===== config.mk =====
export PLATFORM = sky130hd
export DESIGN_NAME = pur_div
export DESIGN_NICKNAME = d
export VERILOG_FILES = /design/src/rtl/core/pur_pkg.sv /design/src/rtl/core/pur_div.sv
export SDC_FILE = /design/constraint.sdc
export NUM_CORES = 2
export LEC_CHECK = 0
export BUFFER_PORTS_ARGS = -buffer_cell sky130_fd_sc_hd__buf_2
export CORE_MARGIN = 4
export CORE_UTILIZATION = 50
export DETAILED_ROUTE_END_ITERATION = 8
export PLACE_DENSITY = 0.67
export REMOVE_ABC_BUFFERS = 1
export SLEW_MARGIN = 20
export SYNTH_ARGS = -nofsm -noshare
export SYNTH_HDL_FRONTEND = slang
export SYNTH_SLANG_ARGS = --single-unit

===== constraint.sdc =====
create_clock -name clk -period 6.2 [get_ports clk]
set_input_delay 0.62 -clock clk [delete_from_list [all_inputs] [get_ports clk]]
set_output_delay 0.62 -clock clk [all_outputs]
set_load 0.03 [all_outputs]

===== src/rtl/core/pur_pkg.sv =====
// Shared types and constants for the particle update pipeline.
// No dependencies; used by the square root, divider and top level.
`default_nettype none

package pur_pkg;

  // Fractional bits of positions and velocities
  localparam int FRAC_BITS = 8;

  // Square root: 40-bit radicand, one root bit per stage
  localparam int SQ_IN_W   = 40;
  localparam int ROOT_W    = SQ_IN_W / 2;
  localparam int SQ_REM_W  = ROOT_W + 2;

  // Divider: |d| << FRAC_BITS over the root, quotient at most one pixel
  localparam int MAG_W     = 21;
  localparam int QUO_W     = FRAC_BITS + 1;
  localparam int NUM_W     = MAG_W + FRAC_BITS;

  localparam int VD_W      = 18;  // damped velocity, exact

  // Configuration register indexes
  localparam logic [2:0] CFG_FRAME_WIDTH  = 3'd0;
  localparam logic [2:0] CFG_FRAME_HEIGHT = 3'd1;
  localparam logic [2:0] CFG_GRAVITY_STEP = 3'd2;
  localparam logic [2:0] CFG_DAMPING      = 3'd3;
  localparam logic [2:0] CFG_REPEL_RADIUS = 3'd4;

  // Per-item data carried alongside the root and divide stages
  typedef struct packed {
    logic [19:0]            pos_x;
    logic [19:0]            pos_y;
    logic signed [VD_W-1:0] vel_x;
    logic signed [VD_W-1:0] vel_y;
    logic                   neg_x;
    logic                   neg_y;
    logic [MAG_W-1:0]       mag_x;
    logic [MAG_W-1:0]       mag_y;
    logic                   hit;
  } side_t;

endpackage

`default_nettype wire


===== src/rtl/core/pur_div.sv =====
// Pipelined restoring divider for the repulsion unit vector, two lanes.
// Depends on pur_pkg; quotient magnitudes are zero when repulsion is off.
`default_nettype none

module pur_div import pur_pkg::*; (
  input  wire logic              clk,
  input  wire logic              rst,
  input  wire logic              en,
  input  wire logic              in_valid,
  input  wire logic [ROOT_W-1:0] in_root,
  input  wire side_t             in_side,
  output logic                   out_valid,
  output logic [QUO_W-1:0]       out_qx,
  output logic [QUO_W-1:0]       out_qy,
  output side_t                  out_side
);

  logic [QUO_W:0]     vld;
  logic               app  [QUO_W+1];
  logic [ROOT_W-1:0]  dvs  [QUO_W+1];
  logic [NUM_W-1:0]   nx   [QUO_W+1];
  logic [NUM_W-1:0]   ny   [QUO_W+1];
  logic [QUO_W-1:0]   qx   [QUO_W+1];
  logic [QUO_W-1:0]   qy   [QUO_W+1];
  side_t              side [QUO_W+1];

  assign vld[0]  = in_valid;
  assign app[0]  = in_side.hit && (in_root != '0);
  assign dvs[0]  = in_root;
  assign nx[0]   = {in_side.mag_x, FRAC_BITS'(0)};
  assign ny[0]   = {in_side.mag_y, FRAC_BITS'(0)};
  assign qx[0]   = '0;
  assign qy[0]   = '0;
  assign side[0] = in_side;

  for (genvar i = 0; i < QUO_W; i++) begin : g_stage
    logic [NUM_W-1:0] dsh;
    logic             bx;
    logic             by;

    // compare against the divisor aligned to this quotient bit
    always_comb begin
      dsh = NUM_W'(dvs[i]) << (QUO_W - 1 - i);
      bx  = (nx[i] >= dsh);
      by  = (ny[i] >= dsh);
    end

    always_ff @(posedge clk) begin
      if (rst) begin
        vld[i+1] <= 1'b0;
      end else if (en) begin
        vld[i+1] <= vld[i];
      end
    end

    always_ff @(posedge clk) begin
      if (en) begin
        app[i+1]  <= app[i];
        dvs[i+1]  <= dvs[i];
        nx[i+1]   <= bx ? nx[i] - dsh : nx[i];
        ny[i+1]   <= by ? ny[i] - dsh : ny[i];
        qx[i+1]   <= {qx[i][QUO_W-2:0], bx};
        qy[i+1]   <= {qy[i][QUO_W-2:0], by};
        side[i+1] <= side[i];
      end
    end
  end

  assign out_valid = vld[QUO_W];
  assign out_qx    = app[QUO_W] ? qx[QUO_W] : '0;
  assign out_qy    = app[QUO_W] ? qy[QUO_W] : '0;
  assign out_side  = side[QUO_W];

endmodule

`default_nettype wire

==> metrics.md <==
| Metric | Value |
|---|---|
| P&R area growth vs syn | `13.3%` |
| First-pass GRT wire length | `229,000 microns` |
| Number of global-route vias before repair | `roughly 41,000` |
| EDFF count, synth | `1,740` |
| IO Port Bufs | `approximately 280` |
| Largest net degree at the start of global routing | `171` |
| Pwr dens | `420 nW/um^2` |
| Ys flop type | `edfxtp_1` |
| Syn Inst Count | `5,158` |
| Unique cell type count in the Yosys netlist | `88` |
| Clock tree from TritonCTS | `built` |
| Num rows | `142` |
| Critical Path RT | `6.75 ns` |
| Crit-path max FO | `31` |
| Register area share after synthesis | `0.697` |
| CP Capture Type | `register` |
| Final Hold Vio Count | `0` |
| Vias per cell | `5.31` |
| CTS Buffer Depth | `3` |
| Final ANT Viol Nets | `0` |
| Hpwl dp | `104,000 microns` |
| Num ports | `around 290` |
| Max-Cap Viols | `0` |
| Htree depth | `4` |
| Worst-margin pin slew | `1.00 ns` |
| Fin crit share | `0.673` |
| R2R Path End | `ny[43]$_DFFE_PP_` |
| Total die area | `157,000 sq um` |
| Setup TNS | `0 ns` |
| Clk sinks | `approximately 1,700` |
| Root Driver | `clkbuf_16` |
| Tmin final | `4.17 ns` |
| Initial core utilization | `0.503` |
| Num CTS Buffers | `177` |
| Via count | `41,013` |
| Initial drt markers | `2,628` |
| FMAX | `between 200 and 250 MHz` |
| WL/cell | `19.0 microns` |
| Worst setup SP type | `register` |
| RR Startpoint | `dvs[40]$_DFFE_PP_` |
| Synth async-reset ratio | `0` |
| Post-CTS Setup Bufs | `0` |
| Global Route Usage Sum | `0.186` |
| Die Y | `396 microns` |
| Routability cong. | `approximately 0.91` |
| Worst Hold Slack | `0.0650 ns` |
| GR Overflow Total | `0` |
| Ratio of cells with drive above 1 in the final layout | `0.125` |
| Cells on worst reg2reg path | `11` |
| Status | `finished, final reports clean` |
| Core area | `150,000 sq um` |
| Final #Nets | `6,073` |
| Clock-pin slew on the worst setup and hold paths | `0.06 ns` |
| Drt pass-1 iters | `8` |
| Relative slew margins | `0.330` |
| Filler cells | `11,872` |
| Reg2Reg Setup Slack | `2.03 ns` |
| Warning count from the yosys run | `0` |
| Final Max Slew Viols | `0` |
| Die X | `396 microns` |
| Leak | `0.0319 uW` |
| CP arrival | `4.72 ns` |
| Mean Syn Cell Area | `14.6 sq um` |
| Maximum VDD drop | `0.303 mV` |
| DRC Markers | `0` |
| Hold Path Stages | `1` |
| Hold crit path type | `in -> reg` |
| Synthesis-stage register bit count | `1,749` |
| Hold path start | `in_side[34]` |
| Hold EP | `side[1002]$_DFFE_PP_` |
| Post-Syn Area | `approximately 75,000 sq um` |
| Drt total wl | `between 100,000 and 150,000 microns` |
| Skew-Pair Late Insertion Delay | `0.81 ns` |
| Most common cell after layout, fill and taps aside | `edfxtp_1` |
| Crit Path Category | `reg -> reg` |
| Most frequent cells in the layout | `edfxtp_1, a21oi_1, ha_1` |
| Final setup viols | `0` |
| Unrepaired setup endpoints after global routing | `false` |
| Initial antenna violation count | `1` |
| Final Skew | `0.0590 ns` |
==> layout make-up <==
class / count / area [sq um] / share of cell area
timing repair buffer: 421 / 2820 / 0.0331
clock inverter: 116 / 1220 / 0.0143
tap: 2016 / 2520 / 0.0296
sequential: 1749 / 52400 / 0.615
inverter: 281 / 1050 / 0.0124
antenna: 1 / 2.50 / 0.0000294
multi-input combinational: 2924 / 20500 / 0.241
clock buffer: 211 / 4650 / 0.0546
==> sequential cells by signal, indices dropped and copies added (netlist names) <==
register / cells
ny: 196
dvs: 160
side: 968
app: 9
out_valid: 1
qy: 45
qx: 45
out_side: 121
vld: 8
nx: 196
==> critical path: stages, from the launching register on <==
cell and delay, ns:
edfxtp_1 0.41, inv_1 0.18, fa_1 0.49, a21o_1 0.18
a21oi_1 0.28, o21bai_1 0.12, a21oi_1 0.30, a21oi_1 0.13
nor2_1 0.19, o21a_1 0.56, inv_1 0.63, mux2_2 0.45
==> metal layers <==
layer / share of wire / vias to the layer above / global-route usage
met1: 0.42 / 19733 / 0.231
li1: - / 20132 / -
met5: 0.00014 / - / 0
met4: 0.038 / 2 / 0.0760
met2: 0.51 / 852 / 0.328
met3: 0.036 / 294 / 0.0286
==> Yosys cell counts, drive strengths merged, types with 40 or more instances <==
library cell / instances / area (sq um)
inv: 281 / 1050
o21a: 61 / 458
nand2: 266 / 998
nand3: 86 / 430
nor2b: 54 / 338
xor2: 127 / 1110
o21ai: 264 / 1330
nand2b: 59 / 369
clkbuf: 66 / 249
nor4: 40 / 250
xnor2: 184 / 1610
nand4: 47 / 294
o21bai: 42 / 315
edfxtp: 1740 / 52300
a21o: 134 / 1010
buf: 138 / 988
ha: 358 / 4480
a21oi: 361 / 1810
nor2: 309 / 1160
nor3: 57 / 290
mux2: 86 / 968
==> power breakdown <==
group | internal, uW | switching, uW
logic | 3820 | 5210
registers | 15300 | 936
clock network | 6080 | 4460
==> worst max-delay path by stage <==
stage,from,end,slack (ns),depth (start not counted)
final,dvs[40]$_DFFE_PP_,ny[43]$_DFFE_PP_,2.03,11
after global routing,dvs[40]$_DFFE_PP_,ny[38]$_DFFE_PP_,1.79,11
after CTS,dvs[40]$_DFFE_PP_,ny[43]$_DFFE_PP_,2.05,11
after detailed placement,dvs[40]$_DFFE_PP_,ny[43]$_DFFE_PP_,2.10,11
after global placement,dvs[40]$_DFFE_PP_,ny[48]$_DFFE_PP_,2.19,11
after floorplan,dvs[61]$_DFFE_PP_,ny[84]$_DFFE_PP_,2.20,11
==> kinds of logic (layout without fill, tap and decap cells) <==
kind of cell    after synthesis  after routing  synth area share
flops                      1749           1749             0.697
compound gates             1079           1079            0.0895
simple gates               1061           1061            0.0682
buf+inv                     485           1029            0.0305
fa+ha+maj                   374            374            0.0638
xor+xnor                    311            311            0.0362
mux                          99             99            0.0146
other cells                   0              1                 0
==> through the flow <==
step / power, uW / instance area (sq um) / worst slack (ns) / util / cells
after detailed placement: 25300 / 78400 / 2.10 / 0.524 / 7298
after global routing: 37800 / 85200 / 1.79 / 0.569 / 7718
after CTS: 36100 / 85200 / 2.05 / 0.569 / 7718
after global placement: 25200 / 78400 / 2.19 / 0.524 / 7298
after floorplan: 22600 / 74000 / 2.20 / - / 4954
final: 35800 / 85200 / 2.03 / 0.570 / 7719
==> timing repair <==
action | CTS | global route
endpoints found under the hold margin | 93 | 0
gates resized for setup | 0 | 0
hold buffers | 93 | 0
No activity file was read; power rests on OpenSTA's default activity.
