**src/rtl/core/pur_pkg.sv**
```systemverilog
// Shared types and constants for the particle update pipeline.
// No dependencies; used by the square root, divider and top level.
`default_nettype none

package pur_pkg;

  // Fractional bits of positions and velocities
  localparam int FRAC_BITS = 8;

  // Square root: 40-bit radicand, one root bit per stage
  localparam int SQ_IN_W   = 40;
  localparam int ROOT_W    = SQ_IN_W / 2;
  localparam int SQ_REM_W  = ROOT_W + 2;

  // Divider: |d| << FRAC_BITS over the root, quotient at most one pixel
  localparam int MAG_W     = 21;
  localparam int QUO_W     = FRAC_BITS + 1;
  localparam int NUM_W     = MAG_W + FRAC_BITS;

  localparam int VD_W      = 18;  // damped velocity, exact

  // Configuration register indexes
  localparam logic [2:0] CFG_FRAME_WIDTH  = 3'd0;
  localparam logic [2:0] CFG_FRAME_HEIGHT = 3'd1;
  localparam logic [2:0] CFG_GRAVITY_STEP = 3'd2;
  localparam logic [2:0] CFG_DAMPING      = 3'd3;
  localparam logic [2:0] CFG_REPEL_RADIUS = 3'd4;

  // Per-item data carried alongside the root and divide stages
  typedef struct packed {
    logic [19:0]            pos_x;
    logic [19:0]            pos_y;
    logic signed [VD_W-1:0] vel_x;
    logic signed [VD_W-1:0] vel_y;
    logic                   neg_x;
    logic                   neg_y;
    logic [MAG_W-1:0]       mag_x;
    logic [MAG_W-1:0]       mag_y;
    logic                   hit;
  } side_t;

endpackage

`default_nettype wire

```
**src/rtl/core/pur_isqrt.sv**
```systemverilog
// Pipelined integer square root, one root bit per stage.
// Depends on pur_pkg; carries side_t data along with each item.
`default_nettype none

module pur_isqrt import pur_pkg::*; (
  input  wire logic               clk,
  input  wire logic               rst,
  input  wire logic               en,
  input  wire logic               in_valid,
  input  wire logic [SQ_IN_W-1:0] in_rad,
  input  wire side_t              in_side,
  output logic                    out_valid,
  output logic [ROOT_W-1:0]       out_root,
  output side_t                   out_side
);

  logic [ROOT_W:0]     vld;
  logic [SQ_IN_W-1:0]  rad  [ROOT_W+1];
  logic [SQ_REM_W-1:0] rem  [ROOT_W+1];
  logic [ROOT_W-1:0]   root [ROOT_W+1];
  side_t               side [ROOT_W+1];

  assign vld[0]  = in_valid;
  assign rad[0]  = in_rad;
  assign rem[0]  = '0;
  assign root[0] = '0;
  assign side[0] = in_side;

  for (genvar i = 0; i < ROOT_W; i++) begin : g_stage
    logic [SQ_REM_W+1:0] cur;
    logic [SQ_REM_W+1:0] trial;
    logic                take;

    // bring down two radicand bits and try the next root bit
    always_comb begin
      cur   = {rem[i], rad[i][SQ_IN_W-1 -: 2]};
      trial = {2'b00, root[i], 2'b01};
      take  = (cur >= trial);
    end

    always_ff @(posedge clk) begin
      if (rst) begin
        vld[i+1] <= 1'b0;
      end else if (en) begin
        vld[i+1] <= vld[i];
      end
    end

    always_ff @(posedge clk) begin
      if (en) begin
        rad[i+1]  <= {rad[i][SQ_IN_W-3:0], 2'b00};
        rem[i+1]  <= take ? SQ_REM_W'(cur - trial) : cur[SQ_REM_W-1:0];
        root[i+1] <= {root[i][ROOT_W-2:0], take};
        side[i+1] <= side[i];
      end
    end
  end

  assign out_valid = vld[ROOT_W];
  assign out_root  = root[ROOT_W];
  assign out_side  = side[ROOT_W];

endmodule

`default_nettype wire

```
**config.mk**
```make
export PLATFORM = sky130hd
export DESIGN_NAME = pur_isqrt
export DESIGN_NICKNAME = d
export VERILOG_FILES = /design/src/rtl/core/pur_pkg.sv /design/src/rtl/core/pur_isqrt.sv
export SDC_FILE = /design/constraint.sdc
export NUM_CORES = 2
export LEC_CHECK = 0
export BUFFER_PORTS_ARGS = -buffer_cell sky130_fd_sc_hd__buf_2
export CAP_MARGIN = 20
export CORE_MARGIN = 5
export CORE_UTILIZATION = 45
export DETAILED_ROUTE_END_ITERATION = 7
export GPL_ROUTABILITY_DRIVEN = 1
export REMOVE_ABC_BUFFERS = 1
export SETUP_SLACK_MARGIN = 0.5
export SKIP_CTS_REPAIR_TIMING = 1
export SLEW_MARGIN = 0
export SYNTH_ARGS = -nofsm -noshare
export SYNTH_HDL_FRONTEND = slang
export SYNTH_SLANG_ARGS = --single-unit
```
**constraint.sdc**
```tcl
create_clock -name clk -period 7.96 [get_ports clk]
set_input_delay 0.398 -clock clk [delete_from_list [all_inputs] [get_ports clk]]
set_output_delay 0.398 -clock clk [all_outputs]
set_load 0.02 [all_outputs]
```
==> results.sh <==
export IMPL_timing_hold_worst_class="primary input to flop"
export IMPL_grt_setup_unrepaired="false"
export IMPL_fin_skew_ns=0.05283
export IMPL_gr_usage_all_layers_pct=11.49
export IMPL_layout_nets=7106
export IMPL_p_switching_mw=8.602
export IMPL_number_of_global_route_vias_before_repair=50640
export IMPL_clkPwrFrac_pct=39.6
export IMPL_synth_sequential_area_ratio_pct=85.74
export IMPL_yosys_top_cells_area="sky130_fd_sc_hd__edfxtp_1 85%, sky130_fd_sc_hd__ha_1 2.4%, sky130_fd_sc_hd__xnor2_1 1.1%"
export IMPL_area_growth_pct=15.53
export IMPL_final_min_period_over_clock_period_pct=43.82
export IMPL_htree_num_levels=5
export IMPL_crit_path_category="flop to flop"
export IMPL_ys_types=90
export IMPL_grt_antenna_before_repair=12
export IMPL_buffer_ports_inserted=306
export IMPL_setup_viol=0
export IMPL_syn_area_per_cell_um2=19.85
export IMPL_drc=0
export IMPL_vias=50600
export IMPL_grt_max_degree=191
export IMPL_postSynthCellCount=6022
export IMPL_synthDominantCellAreaShare_pct=85.41
export IMPL_timing_fmax_ghz=0.2867
export IMPL_vias_per_cell=4.809
export IMPL_min_path_cells=1
export IMPL_sequential_fraction_of_design_power_pct=54.1
export IMPL_detailed_place_hpwl_um=94490
export IMPL_clock_tree_buffer_depth=4
export IMPL_dieHeight_um=525.4
export IMPL_cpPeakStageDelay_ns=0.62
export IMPL_crit_path_top_delay_cell="sky130_fd_sc_hd__nand2_1"
export IMPL_intPower_mw=31.90
export IMPL_placeable_area_mm2=0.2649
export IMPL_postSynthRegisterBits=3420
export IMPL_fp_dieArea_mm2=0.2761
export IMPL_synth_warnings=0
export IMPL_critPathTopFamily="compound AO/OA/AOI/OAI gates"
export IMPL_floorplan_initialDensity_pct=45.14
export IMPL_synth_area_leader_cell="sky130_fd_sc_hd__edfxtp_1"
export IMPL_die_span_in_x_um=525.4
export IMPL_clock_sink_count=3420
export IMPL_timing_setup_tns_ns=0
export IMPL_rows=189
export IMPL_worst_endpoint_arrival_ns=4.10
export IMPL_worstSetupEndpointType="flop"
export IMPL_clk_latency_ns=0.87
export IMPL_finish_utilization_pct=52.15
export IMPL_hold_violations=0
export IMPL_series_of_cell_instances_along_the_critical_path="ha_1, a2111o_1, o21ai_1, o21ai_0, a21oi_1, nand2_1, mux2_2"
export IMPL_synth_area_mm2=0.1195
export IMPL_wire_length_of_the_first_global_routing_pass_um=264200
export IMPL_gr_total_overflow=0
export IMPL_comb_power_share_pct=6.3
export IMPL_min_period_ns=3.488
export IMPL_clk_transition_reported_paths_ns=0.06
export IMPL_timing_reg2reg_worst_path_depth=7
export IMPL_crit_path_max_fanout=20
export IMPL_tritoncts_num_buffers=350
export IMPL_drt_pass1_iter_count=5
export IMPL_final_max_slew_viol_count=0
export IMPL_max_slew_worst_pin_slew_ns=0.9931
export IMPL_postRouteAntennaNets=0
export IMPL_asyncSetResetFlopFracSynth_pct=0
export IMPL_timing_critical_path_required_ns=8.57
export IMPL_synth_edf_count=3400
export IMPL_detail_route_wirelength_um=163900
export IMPL_max_cap_violations=0
export IMPL_synth_top_flop_cell="sky130_fd_sc_hd__edfxtp_1"
export IMPL_relative_slew_slack_pct=33.80
export IMPL_sw_share_pct=21.24
export IMPL_drive_gt1_share_pct=13.19
export IMPL_power_per_cell_area_mw_per_mm2=293.3
export IMPL_critical_path_buf_inv_count=0
export IMPL_cts_tree="yes"
export IMPL_avgRoutedWirePerCell_um=15.58
export IMPL_io_pins=307
export IMPL_cts_root_buf="sky130_fd_sc_hd__clkbuf_16"
export IMPL_status="finished clean"
export IMPL_gp_routability_congestion=0.8982
export IMPL_timing_critical_path_from_type="flop"
export IMPL_critical_path_cell_count=7
export IMPL_n_fill_cell=20750
export IMPL_initial_drc_count=3893
export IMPL_ir_worst_vdd_v=0.0002559
export IMPL_static_leakage_power_nw=48.96
## placed cells by master (no fill, tap or decap), types with 19 or more instances in the layout
cell / count
sky130_fd_sc_hd__o21bai_1: 20
sky130_fd_sc_hd__inv_1: 283
sky130_fd_sc_hd__ha_1: 231
sky130_fd_sc_hd__mux2_2: 39
sky130_fd_sc_hd__bufinv_16: 40
sky130_fd_sc_hd__a31oi_1: 26
sky130_fd_sc_hd__buf_2: 305
sky130_fd_sc_hd__nand2b_1: 32
sky130_fd_sc_hd__dfxtp_1: 20
sky130_fd_sc_hd__nor3_1: 90
sky130_fd_sc_hd__o21ai_0: 165
sky130_fd_sc_hd__o211ai_1: 22
sky130_fd_sc_hd__nand3_1: 53
sky130_fd_sc_hd__nand4_1: 32
sky130_fd_sc_hd__nand2_1: 206
sky130_fd_sc_hd__clkinv_2: 51
sky130_fd_sc_hd__edfxtp_1: 3400
sky130_fd_sc_hd__a211oi_1: 24
sky130_fd_sc_hd__clkbuf_1: 65
sky130_fd_sc_hd__nor2b_1: 28
sky130_fd_sc_hd__nor2_1: 224
sky130_fd_sc_hd__or4_1: 24
sky130_fd_sc_hd__mux2i_1: 31
sky130_fd_sc_hd__or3_1: 37
sky130_fd_sc_hd__nor4_1: 53
sky130_fd_sc_hd__buf_4: 27
sky130_fd_sc_hd__a21o_1: 56
sky130_fd_sc_hd__o31ai_1: 24
sky130_fd_sc_hd__clkbuf_16: 351
sky130_fd_sc_hd__clkinv_1: 71
sky130_fd_sc_hd__o21a_1: 38
sky130_fd_sc_hd__xnor2_1: 154
sky130_fd_sc_hd__a21oi_1: 197
sky130_fd_sc_hd__dlygate4sd3_1: 165
sky130_fd_sc_hd__xor2_1: 152
sky130_fd_sc_hd__buf_12: 19
## flip-flops by register name, summed over array words and instances (netlist names)
register       count
out_root          20
out_valid          1
out_side         121
vld               19
rad              342
g_stage.trial    190
side            2299
g_stage.cur      428
## layer usage
| metal | part of all wire (%) | vias to the layer above | routed length [µm] | track usage (%) |
|---|---|---|---|---|
| li1 | - | 24520 | - | - |
| met1 | 45 | 24590 | 74110 | 15.75 |
| met2 | 46 | 1082 | 76120 | 17.97 |
| met3 | 5.0 | 408 | 8133 | 2.689 |
| met4 | 3.4 | 0 | 5507 | 4.477 |
| met5 | 0 | - | 0 | 0 |
## power by group through the flow
| stage | Clock [mW] | Combinational [mW] | Sequential, mW |
|---|---|---|---|
| finish | 16.0 | 2.55 | 21.9 |
| global route | 17.5 | 2.84 | 22.0 |
| CTS | 16.7 | 2.50 | 21.9 |
| detailed placement | 0 | 2.49 | 22.3 |
| global placement | 0 | 2.40 | 22.2 |
| floorplan | 0 | 1.58 | 22.1 |
## Yosys cell counts, types with 11 or more instances
master	n
sky130_fd_sc_hd__edfxtp_1	3400
sky130_fd_sc_hd__inv_1	283
sky130_fd_sc_hd__ha_1	231
sky130_fd_sc_hd__nor2_1	224
sky130_fd_sc_hd__nand2_1	206
sky130_fd_sc_hd__a21oi_1	197
sky130_fd_sc_hd__o21ai_0	165
sky130_fd_sc_hd__xnor2_1	154
sky130_fd_sc_hd__xor2_1	152
sky130_fd_sc_hd__buf_4	123
sky130_fd_sc_hd__nor3_1	90
sky130_fd_sc_hd__a21o_1	56
sky130_fd_sc_hd__nand3_1	53
sky130_fd_sc_hd__nor4_1	53
sky130_fd_sc_hd__clkbuf_1	47
sky130_fd_sc_hd__mux2_2	39
sky130_fd_sc_hd__o21a_1	38
sky130_fd_sc_hd__or3_1	37
sky130_fd_sc_hd__nand2b_1	32
sky130_fd_sc_hd__nand4_1	32
sky130_fd_sc_hd__mux2i_1	31
sky130_fd_sc_hd__nor2b_1	28
sky130_fd_sc_hd__a31oi_1	26
sky130_fd_sc_hd__a211oi_1	25
sky130_fd_sc_hd__o31ai_1	24
sky130_fd_sc_hd__or4_1	24
sky130_fd_sc_hd__o211ai_1	22
sky130_fd_sc_hd__dfxtp_1	20
sky130_fd_sc_hd__o21bai_1	20
sky130_fd_sc_hd__and2_1	13
sky130_fd_sc_hd__and3_1	13
sky130_fd_sc_hd__o21ai_1	11
sky130_fd_sc_hd__or2_2	11
## final timing paths
kind	start	endpoint	slack (ns)
setup reg to reg	g_stage[17].cur[7]$_DFFE_PP_	g_stage[18].cur[8]$_DFFE_PP_	4.47
hold reg to reg	side[1490]$_DFFE_PP_	side[1369]$_DFFE_PP_	0.37
setup / recovery	g_stage[17].cur[7]$_DFFE_PP_	g_stage[18].cur[8]$_DFFE_PP_	4.47
hold / removal	en	side[2409]$_DFFE_PP_	0.04
## worst register-to-register path: cells and delay by family, from the launching register on
family          cells  cell delay (ns)
simple gates        1             0.62
fa+ha+maj           1             0.42
flops               1             0.42
mux                 1             0.54
compound gates      4             1.24
## layout make-up
class | instances | area, µm² | area share (%)
diodes | 4 | 10.01 | 0.007248
clock buffers | 418 | 9055 | 6.556
clock inverters | 208 | 2437 | 1.765
inverters | 285 | 1070 | 0.7746
multi-input cells | 2136 | 14850 | 10.75
flip-flops and latches | 3420 | 102500 | 74.22
well taps | 3533 | 4420 | 3.201
repair buffers | 517 | 3772 | 2.731
## kinds of logic (layout without fill, tap and decap cells)
group / after synthesis / count (layout) / share of synthesized area (%)
xor gates and xnor gates: 306 / 306 / 2.242
and+or+nand+nor: 864 / 864 / 3.607
DFF: 3420 / 3420 / 85.74
muxes: 75 / 75 / 0.6897
adders and majority gates: 231 / 231 / 2.418
buffers and inverters: 466 / 1428 / 1.866
AOI/OAI and AO/OA: 659 / 659 / 3.434
other: 1 / 5 / 0.003137
## metrics by stage
step                power (mW)  worst slack [ns]  area (µm²)  hold slack (ns)  instances
finish                   40.50             4.472      138100          0.04451      10520
global route             42.34             4.313      138100          0.03156      10520
CTS                      41.09             4.459      136400          -0.4239      10350
detailed placement       24.76             4.483      124900           0.4045       9725
global placement         24.63             4.553      124900           0.4001       9724
floorplan                23.69             3.696      118400           0.4003       5841
(Power assumes the default switching activity.)
